## src/design/drs_pkg.sv

```systemverilog
// ----------------------------------------------------------------------------
// Deploy/retract sequencer package
// Shared types, codes and constants of the deploy/retract sequencer.
// ----------------------------------------------------------------------------
package drs_pkg;

	// Width of the wait tick counter.
	localparam int COUNT_BITS = 16;
	// Width used to compare the counter with the 16-bit wait limit.
	localparam int CMP_W = (COUNT_BITS > 16) ? COUNT_BITS : 16;

	// Register addresses and values on the controllers.
	localparam logic [7:0] ADDR_SOFT_STOP = 8'd189;
	localparam logic [7:0] ADDR_TARGET    = 8'd127;
	localparam logic [7:0] ADDR_MODE      = 8'd126;
	localparam logic [7:0] STOP_ACTIVE    = 8'd0;
	localparam logic [7:0] STOP_RELEASE   = 8'd1;
	localparam logic       TGT_DRIVE      = 1'b0;
	localparam logic       TGT_MECH       = 1'b1;

	// Mechanism state codes.
	localparam logic [7:0] MECH_CTRL    = 8'd0;
	localparam logic [7:0] MECH_HOLD    = 8'd1;
	localparam logic [7:0] MECH_INIT    = 8'd2;
	localparam logic [7:0] MECH_WAIT    = 8'd5;
	localparam logic [7:0] MECH_ASCEND1 = 8'd6;
	localparam logic [7:0] MECH_FINISH  = 8'd8;

	// Reset values of the configuration registers.
	localparam logic [15:0] WAIT_LIMIT_RST = 16'd500;
	localparam logic [7:0]  ERROR_CODE_RST = 8'd10;
	localparam logic [7:0]  AUTO_MODE_RST  = 8'd1;

	typedef enum logic [1:0] {
		CFG_WAIT_LIMIT = 2'd0,
		CFG_ERROR_CODE = 2'd1,
		CFG_AUTO_MODE  = 2'd2
	} cfg_idx_t;

	typedef enum logic [1:0] {
		CMD_TICK     = 2'd0,
		CMD_TRIGGER  = 2'd1,
		CMD_LOCK_SET = 2'd2,
		CMD_LOCK_CLR = 2'd3
	} cmd_t;

	typedef enum logic [3:0] {
		STEP_IDLE         = 4'd0,
		STEP_STOP_SET     = 4'd1,
		STEP_STATE_CHECK  = 4'd2,
		STEP_SET_AUTO     = 4'd3,
		STEP_DEPLOY_WR    = 4'd4,
		STEP_WAIT_DEPLOY  = 4'd5,
		STEP_CAMERA       = 4'd6,
		STEP_RETRACT_WR   = 4'd7,
		STEP_WAIT_RETRACT = 4'd8,
		STEP_STOP_RELEASE = 4'd9
	} step_t;

	typedef enum logic [2:0] {
		CAUSE_NONE         = 3'd0,
		CAUSE_UNREAD       = 3'd1,
		CAUSE_ERROR        = 3'd2,
		CAUSE_BUSY         = 3'd3,
		CAUSE_BAD_STATE    = 3'd4,
		CAUSE_SLOT         = 3'd5,
		CAUSE_WRITE        = 3'd6,
		CAUSE_WAIT_TIMEOUT = 3'd7
	} cause_t;

	typedef enum logic [1:0] {
		WAIT_HOLD  = 2'd0,
		WAIT_CLEAR = 2'd1,
		WAIT_BUMP  = 2'd2
	} wait_op_t;

	// Configuration register set.
	typedef struct packed {
		logic [15:0] wait_limit;
		logic [7:0]  error_state_code;
		logic [7:0]  auto_mode_value;
	} cfg_t;

	// One input request.
	typedef struct packed {
		cmd_t       cmd;
		logic       write_done;
		logic       write_ok;
		logic       state_valid;
		logic [7:0] mech_state;
		logic       slot_free;
	} item_t;

	// Register write issued toward a controller.
	typedef struct packed {
		logic       req;
		logic       target;
		logic [7:0] addr;
		logic [7:0] value;
	} wr_t;

	// One result.
	typedef struct packed {
		wr_t         wr;
		step_t       step;
		logic [15:0] wait_count;
		logic        locked_out;
		logic        motion_paused;
		cause_t      abort_cause;
	} res_t;

endpackage

```

## src/design/deploy_retract_sequencer_unit.sv

```systemverilog
// Deploy/retract sequencer, top level.
// A request is held in the input register until the result register can load its result.
// Throughput: one request per cycle unless res_stall holds the result; the step
// logic between the input and result registers updates the sequence state.
// Reset: arst_n clears the sequence to idle, unlocked, not paused, counter zero,
// and loads the configuration registers with their defaults.
// ----------------------------------------------------------------------------
// Deploy/retract sequencer unit
// Input register, sequence core, result register and configuration port.
// ----------------------------------------------------------------------------
module deploy_retract_sequencer_unit (
	input  logic        clk,
	input  logic        arst_n,
	// Configuration write channel.
	input  logic        cfg_valid,
	output logic        cfg_ready,
	input  logic [1:0]  cfg_index,
	input  logic [15:0] cfg_data,
	// Request channel.
	input  logic        req_valid,
	output logic        req_stall,
	input  logic [1:0]  cmd,
	input  logic        write_done,
	input  logic        write_ok,
	input  logic        state_valid,
	input  logic [7:0]  mech_state,
	input  logic        slot_free,
	// Result channel.
	output logic        res_valid,
	input  logic        res_stall,
	output logic        write_req,
	output logic        write_target,
	output logic [7:0]  write_addr,
	output logic [7:0]  write_value,
	output logic [3:0]  step,
	output logic [15:0] wait_count,
	output logic        locked_out,
	output logic        motion_paused,
	output logic [2:0]  abort_cause
);
	import drs_pkg::*;

	cfg_t  cfg;
	item_t item_s1;
	logic  valid_s1;
	res_t  res_c;
	res_t  res_s2;
	logic  valid_s2;
	logic  adv;
	logic  fire;

	// Configuration is always accepted.
	assign cfg_ready = 1'b1;

	drs_cfg_regs u_cfg (
		.clk      (clk),
		.arst_n   (arst_n),
		.wr_en    (cfg_valid),
		.wr_index (cfg_index),
		.wr_data  (cfg_data),
		.cfg      (cfg)
	);

	// The result register can load when it is empty or being taken.
	assign adv       = !valid_s2 || !res_stall;
	assign fire      = valid_s1 && adv;
	assign req_stall = valid_s1 && !adv;

	// Input register.
	always_ff @(posedge clk or negedge arst_n) begin
		if (!arst_n) begin
			valid_s1 <= 1'b0;
		end else if (!req_stall) begin
			valid_s1 <= req_valid;
		end
	end

	always_ff @(posedge clk) begin
		if (req_valid && !req_stall) begin
			item_s1.cmd         <= cmd_t'(cmd);
			item_s1.write_done  <= write_done;
			item_s1.write_ok    <= write_ok;
			item_s1.state_valid <= state_valid;
			item_s1.mech_state  <= mech_state;
			item_s1.slot_free   <= slot_free;
		end
	end

	drs_seq_core u_core (
		.clk    (clk),
		.arst_n (arst_n),
		.fire   (fire),
		.item   (item_s1),
		.cfg    (cfg),
		.res    (res_c)
	);

	// Result register.
	always_ff @(posedge clk or negedge arst_n) begin
		if (!arst_n) begin
			valid_s2 <= 1'b0;
		end else if (adv) begin
			valid_s2 <= valid_s1;
		end
	end

	always_ff @(posedge clk) begin
		if (fire) begin
			res_s2 <= res_c;
		end
	end

	assign res_valid     = valid_s2;
	assign write_req     = res_s2.wr.req;
	assign write_target  = res_s2.wr.target;
	assign write_addr    = res_s2.wr.addr;
	assign write_value   = res_s2.wr.value;
	assign step          = res_s2.step;
	assign wait_count    = res_s2.wait_count;
	assign locked_out    = res_s2.locked_out;
	assign motion_paused = res_s2.motion_paused;
	assign abort_cause   = res_s2.abort_cause;

endmodule

```

## src/design/drs_cfg_regs.sv

```systemverilog
// ----------------------------------------------------------------------------
// Deploy/retract sequencer configuration registers
// Holds wait limit, error state code and auto mode value.
// ----------------------------------------------------------------------------
module drs_cfg_regs (
	input  logic          clk,
	input  logic          arst_n,
	input  logic          wr_en,
	input  logic [1:0]    wr_index,
	input  logic [15:0]   wr_data,
	output drs_pkg::cfg_t cfg
);
	import drs_pkg::*;

	cfg_t cfg_q;

	// Decode the register index; writes to an unknown index are dropped.
	always_ff @(posedge clk or negedge arst_n) begin
		if (!arst_n) begin
			cfg_q.wait_limit       <= WAIT_LIMIT_RST;
			cfg_q.error_state_code <= ERROR_CODE_RST;
			cfg_q.auto_mode_value  <= AUTO_MODE_RST;
		end else if (wr_en) begin
			unique case (wr_index)
				CFG_WAIT_LIMIT: cfg_q.wait_limit       <= wr_data;
				CFG_ERROR_CODE: cfg_q.error_state_code <= wr_data[7:0];
				CFG_AUTO_MODE:  cfg_q.auto_mode_value  <= wr_data[7:0];
				default: ;
			endcase
		end
	end

	assign cfg = cfg_q;

endmodule

```

## src/design/drs_seq_core.sv

```systemverilog
// ----------------------------------------------------------------------------
// Deploy/retract sequencer core
// Sequence state registers and the step logic for one request.
// ----------------------------------------------------------------------------
module drs_seq_core (
	input  logic           clk,
	input  logic           arst_n,
	input  logic           fire,
	input  drs_pkg::item_t item,
	input  drs_pkg::cfg_t  cfg,
	output drs_pkg::res_t  res
);
	import drs_pkg::*;

	typedef struct packed {
		cause_t   cause;
		wr_t      wr;
		wait_op_t wait_op;
		logic     adv;
	} act_t;

	step_t                  step_q, step_d;
	logic [COUNT_BITS-1:0]  wait_q, wait_d, wait_inc;
	logic                   lock_q, lock_d;
	logic                   pend_q, pend_d;
	logic                   paused_q, paused_d;
	logic                   over;
	act_t                   act;

	function automatic wr_t mk_write(input logic slot, input logic tgt,
		input logic [7:0] addr, input logic [7:0] val);
		wr_t w;
		w = '0;
		if (slot) begin
			w.req    = 1'b1;
			w.target = tgt;
			w.addr   = addr;
			w.value  = val;
		end
		return w;
	endfunction

	// Saturating increment of the wait counter and the timeout compare.
	assign wait_inc = (wait_q == '1) ? wait_q : wait_q + COUNT_BITS'(1);
	assign over     = CMP_W'(wait_inc) > CMP_W'(cfg.wait_limit);

	// Decide the action of this request: abort cause, write and counter use.
	always_comb begin
		act         = '0;
		act.cause   = CAUSE_NONE;
		act.wait_op = WAIT_HOLD;
		if (item.cmd == CMD_TICK) begin
			unique case (step_q)
				STEP_IDLE: begin
					if (pend_q && !lock_q) begin
						act.adv = 1'b1;
						act.wr  = mk_write(item.slot_free, TGT_DRIVE, ADDR_SOFT_STOP,
							STOP_ACTIVE);
					end
				end
				STEP_STOP_SET: begin
					if (item.write_done) begin
						if (item.write_ok) begin
							act.adv     = 1'b1;
							act.wait_op = WAIT_CLEAR;
						end else begin
							act.cause = CAUSE_WRITE;
						end
					end
				end
				STEP_STATE_CHECK: begin
					if (!item.state_valid) begin
						act.wait_op = WAIT_BUMP;
						if (over) act.cause = CAUSE_UNREAD;
					end else if (item.mech_state == cfg.error_state_code) begin
						act.cause = CAUSE_ERROR;
					end else if (item.mech_state >= MECH_INIT &&
						item.mech_state <= MECH_FINISH) begin
						act.cause = CAUSE_BUSY;
					end else if (item.mech_state != MECH_CTRL &&
						item.mech_state != MECH_HOLD) begin
						act.cause = CAUSE_BAD_STATE;
					end else if (!item.slot_free) begin
						act.cause = CAUSE_SLOT;
					end else begin
						act.adv     = 1'b1;
						act.wait_op = WAIT_CLEAR;
						act.wr      = mk_write(1'b1, TGT_MECH, ADDR_MODE,
							cfg.auto_mode_value);
					end
				end
				STEP_SET_AUTO: begin
					if (item.write_done) begin
						if (!item.write_ok) begin
							act.cause = CAUSE_WRITE;
						end else if (!item.slot_free) begin
							act.cause = CAUSE_SLOT;
						end else begin
							act.adv     = 1'b1;
							act.wait_op = WAIT_CLEAR;
							act.wr      = mk_write(1'b1, TGT_MECH, ADDR_TARGET, MECH_INIT);
						end
					end
				end
				STEP_DEPLOY_WR, STEP_RETRACT_WR: begin
					if (item.write_done) begin
						if (item.write_ok) begin
							act.adv     = 1'b1;
							act.wait_op = WAIT_CLEAR;
						end else begin
							act.cause = CAUSE_WRITE;
						end
					end
				end
				STEP_WAIT_DEPLOY: begin
					if (!item.state_valid) begin
						act.wait_op = WAIT_BUMP;
						if (over) act.cause = CAUSE_UNREAD;
					end else if (item.mech_state == cfg.error_state_code) begin
						act.cause = CAUSE_ERROR;
					end else if (item.mech_state == MECH_WAIT) begin
						act.adv     = 1'b1;
						act.wait_op = WAIT_CLEAR;
					end else begin
						act.wait_op = WAIT_BUMP;
						if (over) act.cause = CAUSE_WAIT_TIMEOUT;
					end
				end
				STEP_CAMERA: begin
					if (!item.slot_free) begin
						act.cause = CAUSE_SLOT;
					end else begin
						act.adv     = 1'b1;
						act.wait_op = WAIT_CLEAR;
						act.wr      = mk_write(1'b1, TGT_MECH, ADDR_TARGET, MECH_ASCEND1);
					end
				end
				STEP_WAIT_RETRACT: begin
					if (!item.state_valid) begin
						act.wait_op = WAIT_BUMP;
						if (over) act.cause = CAUSE_UNREAD;
					end else if (item.mech_state == cfg.error_state_code) begin
						act.cause = CAUSE_ERROR;
					end else if (item.mech_state == MECH_FINISH ||
						item.mech_state == MECH_CTRL) begin
						act.adv     = 1'b1;
						act.wait_op = WAIT_CLEAR;
						act.wr      = mk_write(item.slot_free, TGT_DRIVE, ADDR_SOFT_STOP,
							STOP_RELEASE);
					end else begin
						act.wait_op = WAIT_BUMP;
						if (over) act.cause = CAUSE_WAIT_TIMEOUT;
					end
				end
				STEP_STOP_RELEASE: begin
					act.adv = item.write_done;
				end
				default: begin
					act.adv = 1'b1;
				end
			endcase
			// An abort with the soft stop held asks for its release.
			if (act.cause != CAUSE_NONE && paused_q) begin
				act.wr = mk_write(item.slot_free, TGT_DRIVE, ADDR_SOFT_STOP,
					STOP_RELEASE);
			end
		end
	end

	// Next state of the sequence, counter and flags.
	always_comb begin
		step_d   = step_q;
		lock_d   = lock_q;
		pend_d   = pend_q;
		paused_d = paused_q;
		unique case (act.wait_op)
			WAIT_CLEAR: wait_d = '0;
			WAIT_BUMP:  wait_d = wait_inc;
			default:    wait_d = wait_q;
		endcase
		unique case (item.cmd)
			CMD_TRIGGER:  pend_d = 1'b1;
			CMD_LOCK_SET: lock_d = 1'b1;
			CMD_LOCK_CLR: lock_d = 1'b0;
			CMD_TICK: begin
				if (step_q == STEP_IDLE) pend_d = 1'b0;
				if (act.cause != CAUSE_NONE) begin
					lock_d = 1'b1;
					step_d = paused_q ? STEP_STOP_RELEASE : STEP_IDLE;
				end else if (act.adv) begin
					unique case (step_q)
						STEP_IDLE:         step_d = STEP_STOP_SET;
						STEP_STOP_SET: begin
							step_d   = STEP_STATE_CHECK;
							paused_d = 1'b1;
						end
						STEP_STATE_CHECK:  step_d = STEP_SET_AUTO;
						STEP_SET_AUTO:     step_d = STEP_DEPLOY_WR;
						STEP_DEPLOY_WR:    step_d = STEP_WAIT_DEPLOY;
						STEP_WAIT_DEPLOY:  step_d = STEP_CAMERA;
						STEP_CAMERA:       step_d = STEP_RETRACT_WR;
						STEP_RETRACT_WR:   step_d = STEP_WAIT_RETRACT;
						STEP_WAIT_RETRACT: step_d = STEP_STOP_RELEASE;
						STEP_STOP_RELEASE: begin
							step_d   = STEP_IDLE;
							paused_d = 1'b0;
							lock_d   = 1'b1;
						end
						default:           step_d = STEP_IDLE;
					endcase
				end
			end
			default: ;
		endcase
	end

	// Sequence state registers, updated once per processed request.
	always_ff @(posedge clk or negedge arst_n) begin
		if (!arst_n) begin
			step_q   <= STEP_IDLE;
			wait_q   <= '0;
			lock_q   <= 1'b0;
			pend_q   <= 1'b0;
			paused_q <= 1'b0;
		end else if (fire) begin
			step_q   <= step_d;
			wait_q   <= wait_d;
			lock_q   <= lock_d;
			pend_q   <= pend_d;
			paused_q <= paused_d;
		end
	end

	// Result of this request, taken from the updated state.
	always_comb begin
		res.wr            = act.wr;
		res.step          = step_d;
		res.wait_count    = 16'(wait_d);
		res.locked_out    = lock_d;
		res.motion_paused = paused_d;
		res.abort_cause   = act.cause;
	end

endmodule

```

## config.mk

```make
export PLATFORM = sky130hd
export DESIGN_NAME = deploy_retract_sequencer_unit
export DESIGN_NICKNAME = d
export VERILOG_FILES = /design/src/design/drs_pkg.sv /design/src/design/deploy_retract_sequencer_unit.sv /design/src/design/drs_cfg_regs.sv /design/src/design/drs_seq_core.sv
export SDC_FILE = /design/constraint.sdc
export NUM_CORES = 1
export LEC_CHECK = 0
export BUFFER_PORTS_ARGS = -buffer_cell sky130_fd_sc_hd__buf_2
export CAP_MARGIN = 25
export CORE_ASPECT_RATIO = 1.4
export CORE_MARGIN = 1
export CORE_UTILIZATION = 45
export DETAILED_ROUTE_END_ITERATION = 10
export PLACE_DENSITY_LB_ADDON = 0.1
export SLEW_MARGIN = 25
export SYNTH_ARGS = -nofsm -noshare
export SYNTH_HDL_FRONTEND = slang
export SYNTH_SLANG_ARGS = --single-unit
```

## constraint.sdc

```tcl
create_clock -name clk -period 12 [get_ports clk]
set_input_delay 2.4 -clock clk [delete_from_list [all_inputs] [get_ports clk]]
set_output_delay 2.4 -clock clk [all_outputs]
set_load 0.05 [all_outputs]
```

# Word-level counts from Yosys, hierarchy flattened
# Index checks and enable logic that the tools add are counted.
[classes]
n_addsub = 1
order_cmp = 3
eq_ne = 22
n_mux = 69
n_reduce_logical = 27
[op_table]
columns = ["cell", "n"]
rows = [
  ["$mux 21", 8],
  ["$mux 18", 7],
  ["$pmux 18 s5", 1],
  ["$mux 3", 18],
  ["$mux 24", 2],
  ["$pmux 4 s9", 1],
  ["$pmux 16 s2", 1],
  ["$pmux 3 s6", 1],
  ["$add 16x1->16 const B", 1],
  ["$eq 16x16->1 const B", 1],
  ["$eq 4x3->1 const B", 4],
  ["$gt 16x16->1", 1],
  ["$mux 16", 1],
  ["$mux 4", 4],
  ["$mux 1", 14],
  ["$mux 2", 6],
  ["$pmux 2 s6", 1],
  ["$eq 2x2->1 const B", 4],
  ["$eq 4x2->1 const B", 2],
  ["$eq 4x4->1 const B", 2],
  ["$eq 8x3->1 const B", 1],
  ["$eq 8x4->1 const B", 1],
  ["$eq 8x8->1", 1],
  ["$ge 8x2->1 const B", 1],
  ["20 further kinds", 38],
]
[word_totals]
register_bits = 114
inputBits = 37
elab_cells = 147

# Depth between registers and ports, before layout
[depth]
depth_word = 16
mapped_depth = 17
mapped_depth_nobuf = 16

# Modules after synthesis
# A second synthesis with hierarchy kept.
[hier_totals]
hier_cells = 568
hier_area_um2 = 6147.1
[by_module_without_submodules]
columns = ["mod", "instances", "cells_per_inst", "area_per_inst_um2", "seq_area_each_um2"]
rows = [
  ["drs_seq_core", 1, 433, 3114.2, 575.6],
  ["deploy_retract_sequencer_unit", 1, 67, 1815.5, 1761.7],
  ["drs_cfg_regs", 1, 68, 1217.4, 812.0],
]

# Worst setup path after synthesis
# Ideal clock, no wire load.
[synth_path]
kind = "input -> output"
from = "in res_stall"
to = "out req_stall"
t_arrival_ns = 2.823
t_required_ns = 9.600
slack_ns = 6.777
path_stages = 2
path_buffers = 0
cell_sequence = "nand3_1 -> inv_1"
[synth_between]
elab_chain_len = 4
[synth_rtl]
columns = ["element", "line", "rtl"]
rows = [
  ["from (decl)", "deploy_retract_sequencer_unit.sv:30", "input logic res_stall,"],
  ["$logic_not 1->1", "deploy_retract_sequencer_unit.sv:65", "assign adv = !valid_s2 || !res_stall;"],
  ["$logic_or 1x1->1", "deploy_retract_sequencer_unit.sv:65", ""],
  ["$logic_not 1->1", "deploy_retract_sequencer_unit.sv:67", "assign req_stall = valid_s1 && !adv;"],
  ["$logic_and 1x1->1", "deploy_retract_sequencer_unit.sv:67", ""],
  ["to (decl)", "deploy_retract_sequencer_unit.sv:21", "output logic req_stall,"],
]
# Every way passes these cells.

# Worst setup path in the final report
# Ends and elaborated chain as after synthesis.

==> out/metrics.cfg <==
[status]
status=finished, violations left
violations=design-rule violations

[clocking]
post-cts-setup-buffer-count=0
cts_inserted_buffers=9
ctsResizeCount=0
clk_pin_slew_ns=0.07
clk-insertion-delay-late_ns=0.34
htreeDepth=3
cts-root-buf=clkbuf_16
cts_sinks=108
cts_tree=done
cts_buffer_depth=2
ctsHoldBuffers=0

[logic_synthesis]
postSynthCellCount=573
seq_area_frac_synth_pct=51.12
syn_area_per_cell_sq_um=10.14
ys_warn_count=0
dominantRegCellSynth=edfxtp_1
synth_cell_types=65
synth-seq-cells=108
synth_async_sr_flop_share_pct=52.78
synth_edf_count=51
syn-cell-area_sq_um=5808
synth_fp_nets=628

[route]
drtIter0Drc=317
drtPass1Iterations=8
route.detailed.drc=3
vias_per_cell=5.727
drtAntennaViolNets=0
dr_total_vias=4559
drt-total-wl_um=13880
routedWlPerCell_um=17.43

[timing]
setup_viol=0
timing.final.crit_period_ns=5.284
fin_crit_sh_pct=44.03
tightest_slew_ns=0.8605
finalSetupTns_ns=0
rsz0062_at_grt=no
hold_viol=0
max_clock_freq_mhz=189.2
max-slew-margin-rel_pct=41.82
slew_viol_final=0
skew_ns=0.009678

[run]
max_cap_viol_count=0

[placement]
place_area_sq_um=6302
io_buffers=81
dp_hpwl_um=10150
place.gp.congestion=0.9511

[setup_path]
arrival_ns=2.88
worst-r2r-cell-count=16
worstSetupPathType=in -> out
worstPathMaxFanout=3
worstPathRequired_ns=9.60
startpoint_type=input pin
crit_path_end_kind=output pin

[pwr]
p_per_area_nw_per_um2=163.1
leakagePower_nw=2.749
total_power_w=0.001079
ir_drop_uv=83.00

[floorplanning]
fp.coreArea_sq_um=12430
initial_core_util_pct=46.72
die_w_um=98.02
dieArea_sq_um=13370
pin_count=83
rows=48
die_h_um=136.4

[final_layout]
mostFrequentLayoutCells=81 x buf_2, 74 x nand2_1, 52 x o21ai_0, 51 x edfxtp_1, 48 x dfrtp_1
area_growth_syn_to_layout_pct=13.89
layout-drive-gt1-share_pct=21.98
final_nets=696
design_area_sq_um=6615
final_common_cell=buf_2
n_fill_cell=1136
antennaDiodeCount=0

[grt]
antenna_found_initial=0
grtUsageTotal_pct=21.86
grt_max_degree=58
grt_pass1_vias=4450
grt_pass1_wl_um=22450
grt_overflow_total=0

[hold_path]
min_path_cells=1
holdCritPathClass=reg -> reg

-- registers in the layout, summed over array words and instances (netlist names) --
register	count
write_addr	4
res_valid	1
wait_count	16
abort_cause	3
u_core.wait_q	16
u_core.paused_q	1
valid_s1	1
locked_out	1
item_s1	14
motion_paused	1
u_cfg.cfg	32
step	4
write_value	8
u_core.step_q	4
u_core.lock_q	1
u_core.pend_q	1
-- critical path, stage by stage --
cell,delay [ns]
buf_2,0.09
nand3_1,0.09
inv_1,0.06
buf_2,0.25
-- area by class of cell --
cell class / instances / area [sq um] / share of cell area, %
flip-flops and latches: 108 / 2969 / 44.88
clock inverters: 4 / 76.32 / 1.154
clock buffers: 12 / 236.5 / 3.575
repair buffers: 86 / 442.9 / 6.696
multi-input cells: 403 / 2579 / 38.98
inverters: 33 / 123.9 / 1.873
well taps: 150 / 187.7 / 2.837
-- metrics by stage --
step                      instances  hold slack (ns)  utilization (%)  setup slack, ns
after floorplan                 573           0.4574                -            6.777
after global placement          780           0.4751            50.69            6.717
after detailed placement        780           0.4822            50.69            6.711
after CTS                       796           0.4973            53.21            6.710
after global routing            796           0.5221            53.21            6.675
final                           796           0.4945            53.21            6.716
-- synthesized netlist by cell type (all sizes together) (2+ instances only) --
master,number,area (sq um)
a211o,4,35.03
a21o,3,22.52
a21oi,21,105.1
a22oi,2,15.01
a2bb2oi,2,17.52
a31o,3,26.28
a31oi,8,86.33
and2,10,62.56
and3,4,30.03
buf,10,70.07
clkbuf,19,71.32
dfrtp,48,1201
dfstp,9,236.5
edfxtp,51,1531
ha,18,225.2
inv,32,120.1
mux2,18,202.7
mux2i,6,60.06
nand2,74,277.8
nand2b,12,75.07
nand3,15,75.07
nand3b,4,30.03
nand4,11,68.82
nor2,33,123.9
nor2b,3,18.77
nor3,13,70.07
nor3b,5,37.54
nor4,7,43.79
nor4b,2,17.52
nor4bb,2,20.02
o211ai,2,15.01
o21a,5,37.54
o21ai,57,292.8
o22a,3,26.28
o22ai,6,37.54
o2bb2ai,2,17.52
o31ai,8,60.06
or2,5,31.28
or3,2,12.51
or4,2,15.01
xnor2,13,113.9
xor2,5,43.79
-- power by group --
part	internal, W	leakage (nW)	total (W)	switching, W
clock	0.000184	0.147	0.000313	0.000129
combinational	0.0000962	1.41	0.000275	0.000179
sequential	0.000442	1.19	0.000491	0.0000483
-- final timing paths --
kind,to,slack [ns],startpoint
max reg2reg,step[0],7.16,u_core.wait_q[0]
max in group asynchronous,u_core.wait_q[10],9.28,arst_n
max,req_stall,6.72,res_stall
min reg2reg,res_valid,0.49,valid_s1
min in group asynchronous,res_valid,2.19,arst_n
min,res_valid,0.49,valid_s1
-- kinds of logic after synthesis --
group / share of synthesized area (%)
other: 0.06457
muxes: 4.524
AOI/OAI and AO/OA: 15.19
adders and majority gates: 3.878
buffers and inverters: 4.567
DFF: 51.12
and+or+nand+nor: 17.95
xor gates and xnor gates: 2.714
-- per-layer routing --
metal / GRT usage, % / up-vias / part of all wire, %
met5: 0 / - / 0
met4: 11.03 / 0 / 4.0
met3: 3.342 / 31 / 3.5
met2: 40.22 / 120 / 54
met1: 24.42 / 2221 / 38
li1: - / 2187 / -
(Power assumes the default switching activity.)
